## src/sv/isort_pkg.sv

```systemverilog
// Shared types and constants for the insertion sorter.
`default_nettype none

package isort_pkg;

    localparam int MAX_ITEMS   = 64;
    localparam int CNT_W       = $clog2(MAX_ITEMS + 1);
    localparam int QUEUE_DEPTH = 2;
    localparam int QPTR_W      = (QUEUE_DEPTH > 1) ? $clog2(QUEUE_DEPTH) : 1;
    localparam int QLVL_W      = $clog2(QUEUE_DEPTH + 1);

    typedef struct packed {
        logic signed [31:0] item_value;
        logic               item_last;
    } item_t;

    typedef struct packed {
        logic signed [31:0] sorted_value;
        logic               sorted_last;
        logic               dropped_any;
    } result_t;

    // What the back end has to do with one queued beat
    typedef enum logic [1:0] {
        OP_INSERT      = 2'd0,
        OP_INSERT_EMIT = 2'd1,
        OP_DROP        = 2'd2,
        OP_DROP_EMIT   = 2'd3
    } op_t;

    typedef struct packed {
        op_t                op;
        logic signed [31:0] value;
    } qentry_t;

endpackage : isort_pkg

`default_nettype wire

```

## src/sv/isort_queue.sv

```systemverilog
// Short FIFO between front and back ends.
`default_nettype none

module isort_queue
    import isort_pkg::*;
(
    input  wire logic    clk,
    input  wire logic    rst_n,
    input  wire logic    push,
    input  wire qentry_t push_data,
    input  wire logic    pop,
    output logic         full,
    output logic         not_empty,
    output qentry_t      head
);

    qentry_t           entry_reg [QUEUE_DEPTH];
    logic [QPTR_W-1:0] wr_ptr_reg;
    logic [QPTR_W-1:0] rd_ptr_reg;
    logic [QLVL_W-1:0] level_reg;
    logic              do_push;
    logic              do_pop;

    assign full      = (level_reg == QLVL_W'(QUEUE_DEPTH));
    assign not_empty = (level_reg != '0);
    assign head      = entry_reg[rd_ptr_reg];
    assign do_push   = push && !full;
    assign do_pop    = pop && not_empty;

    always_ff @(posedge clk)
    begin
        if (do_push)
            entry_reg[wr_ptr_reg] <= push_data;
    end

    always_ff @(posedge clk or negedge rst_n)
    begin
        if (!rst_n)
        begin
            wr_ptr_reg <= '0;
            rd_ptr_reg <= '0;
            level_reg  <= '0;
        end
        else
        begin
            if (do_push)
                wr_ptr_reg <= (wr_ptr_reg == QPTR_W'(QUEUE_DEPTH - 1)) ? '0
                                                                       : wr_ptr_reg + QPTR_W'(1);
            if (do_pop)
                rd_ptr_reg <= (rd_ptr_reg == QPTR_W'(QUEUE_DEPTH - 1)) ? '0
                                                                       : rd_ptr_reg + QPTR_W'(1);
            if (do_push && !do_pop)
                level_reg <= level_reg + QLVL_W'(1);
            else if (do_pop && !do_push)
                level_reg <= level_reg - QLVL_W'(1);
        end
    end

endmodule : isort_queue

`default_nettype wire

```

## config.mk

```make
export PLATFORM = sky130hd
export DESIGN_NAME = isort_queue
export DESIGN_NICKNAME = d
export VERILOG_FILES = /design/src/sv/isort_pkg.sv /design/src/sv/isort_queue.sv
export SDC_FILE = /design/constraint.sdc
export NUM_CORES = 1
export LEC_CHECK = 0
export BUFFER_PORTS_ARGS = -buffer_cell sky130_fd_sc_hd__buf_2
export CAP_MARGIN = 0
export CORE_MARGIN = 1.5
export CORE_UTILIZATION = 30
export DETAILED_ROUTE_END_ITERATION = 7
export PLACE_DENSITY_LB_ADDON = 0.12
export SYNTH_ARGS = -nofsm -noshare
export SYNTH_HDL_FRONTEND = slang
export SYNTH_SLANG_ARGS = --single-unit
```

## constraint.sdc

```tcl
create_clock -name clk -period 2.68 [get_ports clk]
set_input_delay 0.536 -clock clk [delete_from_list [all_inputs] [get_ports clk]]
set_output_delay 0.536 -clock clk [all_outputs]
set_load 0.01 [all_outputs]
```

==> results_dict.tcl <==
set metrics [dict create \
    antenna_found_initial 0 \
    ir_drop_mv 0.4735 \
    gp_congestion 0.6501 \
    fin_worst_skew_ns 0.008285 \
    cts-root-buf "clkbuf_8" \
    dpl_worst_slack_ns 0.8544 \
    portBuffers 73 \
    tightest_slew_ns 0.5815 \
    clockBufferDepth 2 \
    largest_reg_flops 68 \
    max_cap_viol_count 0 \
    final-hold-violation-count 0 \
    crit_chain "buf_4, mux2_2, buf_2" \
    die_w_um 99.70 \
    insertion_delay_ns 0.34 \
    ys_seq_area_frac 0.7636 \
    grt_pass1_vias 1518 \
    status "finished, final reports clean" \
    clk_pin_slew_ns 0.08 \
    switching_share 0.2885 \
    pwr-share-clk 0.241 \
    cts_buffers 9 \
    internal-power_mw 2.728 \
    p_seq_frac 0.424 \
    ys_types 16 \
    report.final.slew_viol_count 0 \
    crit_path_end_kind "output port" \
    nets 249 \
    ys.flop_type "edfxtp_1" \
    grt_pass1_wl_um 7507 \
    cp_num_buf_inv 2 \
    dp_hpwl_um 3415 \
    startpoint_type "register" \
    syn_to_final_growth_pct 25.83 \
    avgSynthCellArea_um2 22.44 \
    power_density_nw_per_um2 1086 \
    n_antenna_cell 0 \
    tns_ns 0 \
    crit_type "register to output port" \
    wire_per_inst_um 14.89 \
    layout_min_cycle_time_ns 2.066 \
    drt_iter0_drc 35 \
    detail-route-antenna-nets 0 \
    cts-htree-levels 3 \
    drive_gt1_frac 0.6075 \
    async_reset_ff_frac 0.05556 \
    syn_inst 125 \
    rows 35 \
    cp.arrival_ns 1.53 \
    slowest_delay_ns 0.38 \
    synth_nets 164 \
    synth_edf_count 68 \
    crit_family "buffers and inverters" \
    holdWs_ns 0.3781 \
    p_comb_frac 0.336 \
    coreArea_um2 9153 \
    num_vias 1361 \
    start_util 0.3065 \
    vias_per_cell 4.188 \
    grt_max_degree 19 \
    drc 0 \
    rsz0062_at_grt "no" \
    setup_violations 0 \
    gr-usage-all-layers 0.1048 \
    slew_headroom 0.6114 \
    cts_sinks 72 \
    critPathRequiredTime_ns 2.14 \
    cts_tree "yes" \
    synth_warnings 0 \
    io_pins 74 \
    p_sw_mw 1.106 \
    p_leak_nw 1.414 \
    die_area_um2 9940 \
    dieHeight_um 99.70 \
    cp_max_fo 18 \
    dr.pass1.iters 3 \
    cp_slowest_cell "mux2_2" \
    holdCritPathClass "primary input to register" \
    finalCritPeriodShare 0.7708 \
    setup_slack_ns 0.6144 \
    wirelength_um 4839 \
    fillers 850 \
    fmax_mhz 484.1 \
    grt-ovfl-total 0 \
    ys_ff_latch 72 \
    synth_area_um2 2805 \
]
-- routing by layer --
metal	vias up	global-route usage	routed length, um
li1	652	-	-
met1	657	0.1078	1883
met2	46	0.1816	2592
met3	6	0.04989	304
met4	0	0.04550	59
met5	-	0	0
-- power by group through the flow --
stage / logic, mW / registers, mW / clock network [mW]
floorplan: 0.966 / 1.63 / 0
global placement: 1.29 / 1.64 / 0
detailed placement: 1.32 / 1.65 / 0
CTS: 1.32 / 1.63 / 0.956
global route: 1.40 / 1.65 / 1.00
finish: 1.29 / 1.62 / 0.922
-- area by class of cell --
class                           instances  area [um^2]  share of cell area
Sequential cell                        72         2143              0.6072
Tap cell                              111        138.9             0.03935
Clock inverter                          6        92.59             0.02623
Timing Repair Buffer                   78        430.4              0.1219
Inverter                                2        7.507            0.002127
Clock buffer                            9        123.9             0.03509
Multi-Input combinational cell         47        593.1              0.1680
-- synth_stat cells, types with 2 or more instances --
master,count,area share
inv_1,2,0.0027
mux2_4,29,0.16
nor2_1,2,0.0027
buf_12,3,0.021
mux2_2,5,0.020
xnor2_1,3,0.0094
xor2_1,2,0.0062
edfxtp_1,68,0.73
dfrtp_1,4,0.036
-- layout by cell type (no fill, tap or decap) --
cell            n
and3_2          1
buf_12          2
buf_2          73
buf_4           2
bufinv_16       2
clkbuf_8        9
clkinvlp_4      2
dfrtp_1         3
dfrtp_2         1
dlygate4sd3_1   1
edfxtp_1       68
ha_1            1
inv_1           2
inv_6           2
mux2_2          5
mux2_4         29
nand2_1         1
nand2_2         1
nand2b_1        1
nor2_1          1
nor2_4          1
or2_1           1
xnor2_1         3
xor2_1          2
-- cell families after synthesis --
| kind of cell | synth area share |
|---|---|
| buffers and inverters | 0.02810 |
| flip-flops | 0.7636 |
| adder cells (fa/ha/maj) | 0.004460 |
| multiplexers | 0.1753 |
| XOR/XNOR | 0.01561 |
| AND/OR/NAND/NOR | 0.01294 |
-- timing repair --
action,4_1_cts,5_1_grt
setup buffers,0,0
hold buffers,1,0
endpoints found under the hold margin,4,0
gates resized for setup,0,0
setup endpoints to repair,0,0
-- final timing paths --
| kind | from | to | slack [ns] | cells past startpoint |
|---|---|---|---|---|
| hold reg to reg | level_reg[1]$_DFFE_PN0P_ | level_reg[1]$_DFFE_PN0P_ | 0.51 | 1 |
| max in group asynchronous | rst_n | rd_ptr_reg$_DFFE_PN0P_ | 2.01 | 2 |
| hold / removal | push_data[30] | entry_reg[1][30]$_DFFE_PP_ | 0.38 | 1 |
| setup / recovery | rd_ptr_reg$_DFFE_PN0P_ | head[13] | 0.61 | 3 |
| min in group asynchronous | rst_n | level_reg[0]$_DFFE_PN0P_ | 0.53 | 2 |
| setup reg to reg | level_reg[0]$_DFFE_PN0P_ | entry_reg[0][27]$_DFFE_PP_ | 0.94 | 4 |
-- stage by stage --
stage	power [mW]	area, um^2	std cells	utilization
CTS	3.908	3530	325	0.3856
finish	3.833	3530	325	0.3856
detailed placement	2.971	3303	309	0.3609
global placement	2.927	3303	309	0.3609
floorplan	2.598	2805	125	-
global route	4.048	3530	325	0.3856
No activity file was read; power rests on OpenSTA's default activity.
