File: src/sv/isort_pkg.sv
// Shared types and constants for the insertion sorter.
`default_nettype none

package isort_pkg;

    localparam int MAX_ITEMS   = 64;
    localparam int CNT_W       = $clog2(MAX_ITEMS + 1);
    localparam int QUEUE_DEPTH = 2;
    localparam int QPTR_W      = (QUEUE_DEPTH > 1) ? $clog2(QUEUE_DEPTH) : 1;
    localparam int QLVL_W      = $clog2(QUEUE_DEPTH + 1);

    typedef struct packed {
        logic signed [31:0] item_value;
        logic               item_last;
    } item_t;

    typedef struct packed {
        logic signed [31:0] sorted_value;
        logic               sorted_last;
        logic               dropped_any;
    } result_t;

    // What the back end has to do with one queued beat
    typedef enum logic [1:0] {
        OP_INSERT      = 2'd0,
        OP_INSERT_EMIT = 2'd1,
        OP_DROP        = 2'd2,
        OP_DROP_EMIT   = 2'd3
    } op_t;

    typedef struct packed {
        op_t                op;
        logic signed [31:0] value;
    } qentry_t;

endpackage : isort_pkg

`default_nettype wire

File: src/sv/isort_front.sv
// Front end: takes input beats, tracks list fill and tags each beat with an op.
`default_nettype none

module isort_front
    import isort_pkg::*;
(
    input  wire logic    clk,
    input  wire logic    rst_n,
    input  wire logic    start,
    input  wire item_t   item,
    input  wire logic    queue_full,
    output logic         busy,
    output logic         push,
    output qentry_t      push_data
);

    logic [CNT_W-1:0] fill_reg;
    logic [CNT_W-1:0] fill_next;
    logic             room;

    assign busy = queue_full;
    assign push = start && !queue_full;
    assign room = (fill_reg < CNT_W'(MAX_ITEMS));

    always_comb
    begin
        push_data.value = item.item_value;
        unique case ({room, item.item_last})
            2'b10:   push_data.op = OP_INSERT;
            2'b11:   push_data.op = OP_INSERT_EMIT;
            2'b00:   push_data.op = OP_DROP;
            default: push_data.op = OP_DROP_EMIT;
        endcase
    end

    always_comb
    begin
        fill_next = fill_reg;
        if (push)
        begin
            if (item.item_last)
                fill_next = '0;
            else if (room)
                fill_next = fill_reg + CNT_W'(1);
        end
    end

    always_ff @(posedge clk or negedge rst_n)
    begin
        if (!rst_n)
            fill_reg <= '0;
        else
            fill_reg <= fill_next;
    end

endmodule : isort_front

`default_nettype wire

File: config.mk
export PLATFORM = sky130hd
export DESIGN_NAME = isort_front
export DESIGN_NICKNAME = d
export VERILOG_FILES = /design/src/sv/isort_pkg.sv /design/src/sv/isort_front.sv
export SDC_FILE = /design/constraint.sdc
export NUM_CORES = 1
export LEC_CHECK = 0
export ABC_CLOCK_PERIOD_IN_PS = 1300
export BUFFER_PORTS_ARGS = -buffer_cell sky130_fd_sc_hd__buf_4
export CAP_MARGIN = 20
export CORE_UTILIZATION = 30
export CTS_CLUSTER_DIAMETER = 120
export DETAILED_ROUTE_END_ITERATION = 10
export PLACE_DENSITY_LB_ADDON = 0.15
export SETUP_SLACK_MARGIN = 0.3
export SYNTH_ARGS = -nofsm -noshare
export SYNTH_HDL_FRONTEND = slang
export SYNTH_SLANG_ARGS = --single-unit
export TNS_END_PERCENT = 50
File: constraint.sdc
create_clock -name clk -period 1.3 [get_ports clk]
set_input_delay 0.325 -clock clk [delete_from_list [all_inputs] [get_ports clk]]
set_output_delay 0.325 -clock clk [all_outputs]
set_load 0.02 [all_outputs]
==> results of run 1 <==
-- Yosys cell counts --
library cell,n,area [um2]
nor3_1,1,5.00
buf_4,33,248
o31ai_1,3,22.5
o21ai_0,2,10.0
nor2b_2,1,8.76
a2bb2oi_1,1,8.76
nand2_1,3,11.3
ha_1,1,12.5
clkbuf_1,1,3.75
dlygate4sd3_1,1,10.0
a21oi_1,3,15.0
inv_1,3,11.3
or4_1,3,22.5
dfrtp_1,7,175
o41ai_1,1,8.76
nor2_1,1,3.75
nor2b_1,1,6.26
or4_2,1,8.76
nor4_1,1,6.26
and3b_2,1,10.0
nand3_1,2,10.0
buf_6,2,22.5
mux2_2,1,11.3
nand2b_4,1,13.8
-- final cells by class --
class	instances	area [um2]
sequential	7	176
multi-input combinational	28	264
inverter	3	11.3
timing repair buffer	16	149
tap	27	33.8
clock buffer	4	26.3
fill	215	1360
-- power by group through the flow --
stage / Sequential, mW / Combinational (mW) / Clock [mW]
2_1_floorplan: 0.250 / 0.196 / 0
3_3_place_gp: 0.254 / 0.0949 / 0
3_5_place_dp: 0.254 / 0.0935 / 0
4_1_cts: 0.250 / 0.116 / 0.214
5_1_grt: 0.264 / 0.160 / 0.224
6_report: 0.261 / 0.145 / 0.204
-- routing by layer --
| metal | vias to the layer above | part of all wire, % |
|---|---|---|
| met5 | - | 0 |
| met1 | 180 | 42 |
| met3 | 14 | 10 |
| met4 | 0 | 4.1 |
| li1 | 185 | - |
| met2 | 19 | 44 |
-- worst register-to-register path: cells and delay by family (launching register included) --
| family | cells | cell delay (ns) |
|---|---|---|
| AND/OR/NAND/NOR | 2 | 0.56 |
| buffers and inverters | 2 | 0.23 |
| flip-flops | 1 | 0.44 |
-- stage by stage --
stage | cells | setup slack, ns | setup TNS [ns] | hold WS (ns) | cell area, um2
after floorplan | 75 | -0.00783 | -0.00783 | 0.0294 | 677
after global placement | 79 | -0.0854 | -0.205 | 0.150 | 532
after detailed placement | 79 | -0.127 | -0.243 | 0.150 | 532
after CTS | 85 | 0.00230 | 0 | 0.300 | 603
after global routing | 85 | -0.0478 | -0.149 | 0.303 | 661
final | 85 | 0.00272 | 0 | 0.314 | 661
-- worst max path at each step --
stage	cells after the start	startpoint	end	slack, ns
after floorplan	4	queue_full	fill_reg[5]	-0.008
after global placement	4	queue_full	fill_reg[5]	-0.09
after detailed placement	4	queue_full	fill_reg[5]	-0.13
after CTS	3	fill_reg[2]	fill_reg[5]	0.002
after global routing	3	fill_reg[2]	fill_reg[5]	-0.05
final	4	fill_reg[0]	fill_reg[0]	0.003
-- cell families (layout without fill, tap and decap cells) --
| kind of cell | Yosys count | in the layout | synth area share [%] |
|---|---|---|---|
| AND/OR/NAND/NOR | 16 | 16 | 16.0 |
| AO/OA/AOI/OAI | 10 | 10 | 9.77 |
| buffers and inverters | 40 | 23 | 44.4 |
| multiplexers | 1 | 1 | 1.69 |
| flip-flops | 7 | 7 | 26.3 |
| adder cells (fa/ha/maj) | 1 | 1 | 1.88 |
-- timing repair --
item / CTS / global route
setup buffers: 1 / 0
endpoints found under the hold margin: 7 / 0
gates resized for setup: 8 / 15
setup endpoints to repair: 10 / 10
pin swaps: 3 / 2
hold buffers: 1 / 0
==> results.cfg, run 1 <==
[setup_path]
r2r_cells = 4
r2r_end = fill_reg[0]
critical_path.endpoint_type = flip-flop
critical_path_class = flip-flop to flip-flop
slowest_stage = or4_4
path_cells = buf_6 -> buf_6 -> or4_4 -> nand2_2
reg2reg_slack_ns = 0.003
critical_path_required_ns = 1.49
crit_family = simple AND/OR/NAND/NOR gates
path_max_fanout = 3
worst-path-buf-inv = 2
cpPeakStageDelay_ns = 0.50
regToRegStartpoint = fill_reg[0]
critPathArrivalTime_ns = 1.49
cp-start-kind = flip-flop
crit_path_frequent_cell = buf_6

[logic_synthesis]
synth_nets = 113
syn_area_um2 = 666
synth-seq-area-share_pct = 26.3
ys_types = 24
postSynthCellCount = 75
yosysWarnings = 0
synth_seq_cells = 7
syn_avg_cell_area_um2 = 8.88

[layout]
nets = 97
mostFrequentLayoutCell = buf_4
final_util_pct = 32.7
diodes = 0
syn2layout_area_growth_pct = -0.752
drive_gt1_share_pct = 63.8
largest_register_ffs = 7
layout_common_cells = buf_4, buf_6, dfrtp_1

[global_routing]
grt_use_met2_pct = 13.0
grt_max_degree = 12
grt-ovfl-total = 0
grtUsageMet1_pct = 11.8
grt_pass1_wl_um = 1770
antenna_found_initial = 0
grt_use_total_pct = 10.2
busiest_layer = met2
grt_use_met3_pct = 5.92
grt_pass1_vias = 385

[pwr]
p_int_mw = 0.434
comb_power_share_pct = 23.7
switchingPower_mw = 0.176
ir_drop_mv = 0.512
total_power_mw = 0.610
swShare_pct = 28.9
p_per_area_mw_per_mm2 = 924
p_leak_nw = 0.284
seq_power_share_pct = 42.8
p_clk_share_pct = 33.4

[timing]
fmax_mhz = 771
finalMaxSlewViolations = 0
clock_skew_ns = 0.00162
setup_viol = 0
finalHoldViolCount = 0
period_minus_slack_ns = 1.30
tightest_slew_ns = 0.287
rsz0062_at_grt = true
slew_headroom_pct = 80.7
fin_crit_sh_pct = 99.8

[die]
rows = 16
die_w_um = 49.1
io_pins = 73
coreArea_mm2 = 0.00202
initial_core_util_pct = 32.9
die_area_mm2 = 0.00241
dieHeight_um = 49.1

[clocking]
clkTransAtPathRegs_ns = 0.06
clock-sinks = 7
root_buffer = clkbuf_4
clock_path_buffers = 2
cts_tree = done
numCtsBuffers = 3
clk_latency_ns = 0.25
htree_levels = 1

[hold_path]
min_to = fill_reg[6]
min_from = item[0]
hp-class = input pin to flip-flop
hold_depth = 2

[placement]
gp_congestion = 0.701
numPortBuffers = 8

[routing]
ant_nets = 0
drc = 0
post_drt_wl_per_cell_um = 13.3
first_pass_iters = 4
vias = 398
drt-total-wl_um = 1130
viasPerCell = 4.68
first_iter_violations = 2

[status]
outcome = complete, no violations

[flow_run]
cap_viol_max_count = 0
Power figures use the tool's default switching activity.
==> run 2, diff against run 1 <==
Settings changed: CELL_PAD_IN_SITES_DETAIL_PLACEMENT set to 1, CELL_PAD_IN_SITES_GLOBAL_PLACEMENT set to 1, CORE_UTILIZATION 30 to 19.
==> run 2 against run 1 <==
Compared with the run above:
- clock skew up 0.00056 ns
- sequential share of layout area down 4.1 points
- the flow now finishes with violations (setup timing)
- routed wire length up 21%
- clock-buffer cell count unchanged
- utilization decreased by 9.2 points
- total power is 4.0% higher
- first-iteration DRC count increased to 2.5 times the previous value
- clock power about the same
- worst setup slack got worse by 0.033 ns
- sequential power barely moved
==> results.cfg, run 2 (synthesis results as in run 1) <==
[die]
rows = 21
die_w_um = 61.2
dieHeight_um = 61.2
initial_core_util_pct = 19.9
coreArea_mm2 = 0.00334
io_pins = 73
die_area_mm2 = 0.00374

[status]
outcome = finished with violations
violations = setup timing

[global_routing]
grt_pass1_vias = 454
grt_max_degree = 12
grt_use_total_pct = 7.93
grt_pass1_wl_um = 2160
antenna_found_initial = 0
grt-ovfl-total = 0

[placement]
numPortBuffers = 8
gp_congestion = 0.669
hpwl_um = 917

[layout]
layout_common_cells = buf_4, buf_6, dfrtp_1
nets = 103
nFillCells = 385
drive_gt1_share_pct = 71.9
diodes = 0
syn2layout_area_growth_pct = 17.5
largest_register_ffs = 7
mostFrequentLayoutCell = buf_4

[timing]
finalMaxSlewViolations = 0
clock_skew_ns = 0.00217
finalHoldViolCount = 0
setup_viol = 1
period_minus_slack_ns = 1.33
tightest_slew_ns = 0.253
rsz0062_at_grt = true
slew_headroom_pct = 83.0
fin_crit_sh_pct = 102
fmax_mhz = 752
setup_tns_ns = -0.0303
setup_slack_ns = -0.0303

[clocking]
numCtsBuffers = 3
clkTransAtPathRegs_ns = 0.06
cts_tree = done
clock_path_buffers = 2
clock-sinks = 7
htree_levels = 1
root_buffer = clkbuf_4
clk_latency_ns = 0.25

[flow_run]
cap_viol_max_count = 0

[routing]
first_pass_iters = 2
ant_nets = 0
drt-total-wl_um = 1370
first_iter_violations = 5
viasPerCell = 4.01
drc = 0
vias = 441
post_drt_wl_per_cell_um = 12.4

[setup_path]
cp-start-kind = flip-flop
crit_end = fill_reg[2]
regToRegStartpoint = fill_reg[1]
critical_path_required_ns = 1.48
r2r_end = fill_reg[2]
critPathLaunch = fill_reg[1]
path_max_fanout = 3
critical_path.endpoint_type = flip-flop
reg2reg_slack_ns = -0.03
r2r_cells = 4
critical_path_class = flip-flop to flip-flop
critPathArrivalTime_ns = 1.51

[hold_path]
hold_depth = 2
hp-class = input pin to flip-flop

[pwr]
p_per_area_mw_per_mm2 = 812
total_power_mw = 0.635
ir_drop_mv = 0.192
p_leak_nw = 0.334
==> run 2: through the flow <==
stage / std cells / cell area, um2 / setup WS [ns] / hold slack [ns] / utilization [%]
3_5_place_dp: 99 / 563 / -0.107 / 0.150 / 16.9
5_1_grt: 110 / 782 / -0.0779 / 0.290 / 23.4
4_1_cts: 105 / 663 / -0.00580 / 0.285 / 19.9
6_report: 110 / 782 / -0.0303 / 0.282 / 23.4
2_1_floorplan: 75 / 677 / -0.00783 / 0.0294 / -
3_3_place_gp: 99 / 563 / -0.0887 / 0.150 / 16.9
==> run 2: worst max-delay path: stages, from the launching register on <==
cell and delay [ns]:
dfrtp_1 0.42, ha_4 0.17, inv_2 0.03, or4_4 0.50
a21oi_2 0.14
==> run 2: power by group <==
| group | switching [mW] | internal [mW] |
|---|---|---|
| clock | 0.0849 | 0.117 |
| sequential | 0.0231 | 0.235 |
| combinational | 0.0765 | 0.0976 |
==> run 2: layout make-up <==
class	count	area [um2]	share of cell area [%]
well taps	46	57.6	7.36
multi-input cells	29	308	39.4
inverters	3	11.3	1.44
flip-flops and latches	7	176	22.6
clock buffers	4	26.3	3.36
repair buffers	21	203	25.9
==> run 2: worst min-delay path by stage <==
| stage | startpoint | endpoint | slack (ns) |
|---|---|---|---|
| after global placement | rst_n | fill_reg[3] | 0.15 |
| after CTS | item[0] | fill_reg[1] | 0.28 |
| after global routing | item[0] | fill_reg[1] | 0.29 |
| after detailed placement | rst_n | fill_reg[3] | 0.15 |
| final | item[0] | fill_reg[1] | 0.28 |
| after floorplan | rst_n | fill_reg[0] | 0.03 |
==> run 2: layer usage <==
metal	track usage, %	up-vias	share of wire [%]
met5	0	-	0
met4	6.17	0	3.2
met3	1.47	10	9.4
met2	11.2	21	48
met1	10.6	210	40
li1	-	200	-
==> run 2: what timing repair did <==
item                                   CTS  global route
cloned                                   0             1
pin swaps                                5             6
setup endpoints to repair               11            10
setup buffers                            1             4
endpoints found under the hold margin    7             0
hold buffers                             1             0
gates resized for setup                 16            17
==> run 3, diff against run 2 <==
Settings changed: CORE_ASPECT_RATIO set to 1.4, CORE_MARGIN set to 5.
==> run 3 against run 2 <==
Compared with the run above:
- the run now ends clean
- via count decreased by 5.2%
- clock-buffer cell count unchanged
- global-route usage decreased by 2.2 points
- utilization decreased by 2.7 points
- die area increased by 28%
- clock skew increased by 0.00066 ns
- sequential cell count unchanged
- sequential share of layout area increased by 2.5 points
- design area decreased by 11%
- first-iteration DRC count increased by 60%
- critical path depth unchanged
- fmax increased by 3.0%
- highest routed layer unchanged
==> results.cfg, run 3 (synthesis results as in run 1) <==
[placement]
numPortBuffers = 8
hpwl_um = 969
place_inst = 94
gp_congestion = 0.654

[setup_path]
reg2reg_slack_ns = 0.009
r2r_end = fill_reg[2]
r2r_cells = 4
critical_path_required_ns = 1.46
path_max_fanout = 3
regToRegStartpoint = fill_reg[1]
cp-start-kind = flip-flop
critPathArrivalTime_ns = 1.45
critical_path.endpoint_type = flip-flop
critical_path_class = flip-flop to flip-flop
critPathLaunch = fill_reg[1]

[pwr]
p_leak_nw = 0.306
p_per_area_mw_per_mm2 = 999
total_power_mw = 0.698
ir_drop_mv = 0.246

[die]
die_w_um = 60.0
coreArea_mm2 = 0.00338
io_pins = 73
rows = 25
dieHeight_um = 80.0
die_area_mm2 = 0.00480
initial_core_util_pct = 19.7

[timing]
finalMaxSlewViolations = 0
rsz0062_at_grt = true
setup_viol = 0
slew_headroom_pct = 80.9
whs_ns = 0.346
fmax_mhz = 774
fin_crit_sh_pct = 99.3
tightest_slew_ns = 0.284
setup_tns_ns = 0
clock_skew_ns = 0.00283
finalHoldViolCount = 0
period_minus_slack_ns = 1.29

[global_routing]
antenna_found_initial = 0
grt_pass1_vias = 474
grt_pass1_wl_um = 2030
grt_max_degree = 11
grt-ovfl-total = 0
grt_use_total_pct = 5.74

[routing]
viasPerCell = 4.06
drc = 0
drt-total-wl_um = 1290
vias = 418
first_pass_iters = 2
first_iter_violations = 8
post_drt_wl_per_cell_um = 12.5
ant_nets = 0

[layout]
syn2layout_area_growth_pct = 5.08
diodes = 0
mostFrequentLayoutCell = buf_4
largest_register_ffs = 7
layout_common_cells = buf_4, buf_6, dfrtp_1
drive_gt1_share_pct = 54.0
fin_cells = 103
nets = 102

[flow_run]
cap_viol_max_count = 0

[hold_path]
min_to = fill_reg[1]
hold_depth = 2
min_from = item[0]
hp-class = input pin to flip-flop

[clocking]
clk_latency_ns = 0.23
numCtsBuffers = 3
clock_path_buffers = 2
clkTransAtPathRegs_ns = 0.04
cts_tree = done
clock-sinks = 7
root_buffer = clkbuf_8
htree_levels = 1

[status]
outcome = complete, no violations
run 3: cell types whose count changed in the layout (fill, tap and decap cells not counted), sizes merged:
| cell | before | now |
|---|---|---|
| nor2b | 3 | 2 |
run 3: report_power, final:
part / switching, mW / total (mW) / internal, mW
combinational: 0.0600 / 0.134 / 0.0743
sequential: 0.0158 / 0.252 / 0.236
clock: 0.0997 / 0.312 / 0.213
run 3: metrics by stage:
step / util, % / setup slack, ns / area (um2)
finish: 20.7 / 0.00852 / 699
global route: 20.7 / -0.0778 / 699
CTS: 19.4 / 0.0100 / 657
detailed placement: 16.7 / -0.0938 / 563
global placement: 16.7 / -0.0832 / 563
floorplan: - / -0.00783 / 677
run 3: routing by layer:
layer | up-vias | share of wire (%) | global-route usage, %
li1 | 196 | - | -
met5 | - | 0 | 0
met1 | 204 | 34 | 4.84
met2 | 13 | 55 | 10.5
met4 | 0 | 2.3 | 4.21
met3 | 5 | 8.4 | 1.94
run 3: worst max-delay path: stages, from the launching register on:
cell and delay, ns:
dfrtp_1 0.37, ha_2 0.19, inv_1 0.05, or4_1 0.49, a21oi_2 0.13
run 3: how the worst max path moves through the flow:
| stage | to | slack [ns] | depth (start not counted) |
|---|---|---|---|
| after detailed placement | fill_reg[5] | -0.09 | 4 |
| final | fill_reg[2] | 0.009 | 4 |
| after floorplan | fill_reg[5] | -0.008 | 4 |
| after CTS | fill_reg[5] | 0.01 | 3 |
| after global routing | fill_reg[5] | -0.08 | 3 |
| after global placement | fill_reg[5] | -0.08 | 4 |
run 3: layout make-up:
| cell class | count | area [um2] |
|---|---|---|
| tap | 40 | 50.0 |
| fill | 399 | 2680 |
| multi-input combinational | 28 | 228 |
| inverter | 3 | 11.3 |
| clock buffer | 4 | 45.0 |
| timing repair buffer | 21 | 190 |
| sequential | 7 | 175 |
run 3: repair_timing:
action / in CTS / in global routing
pin swaps: 5 / 2
hold buffers: 1 / 0
buffers inserted: 4 / 0
endpoints found under the setup margin: 11 / 11
endpoints found under the hold margin: 7 / 0
resized for setup: 3 / 12
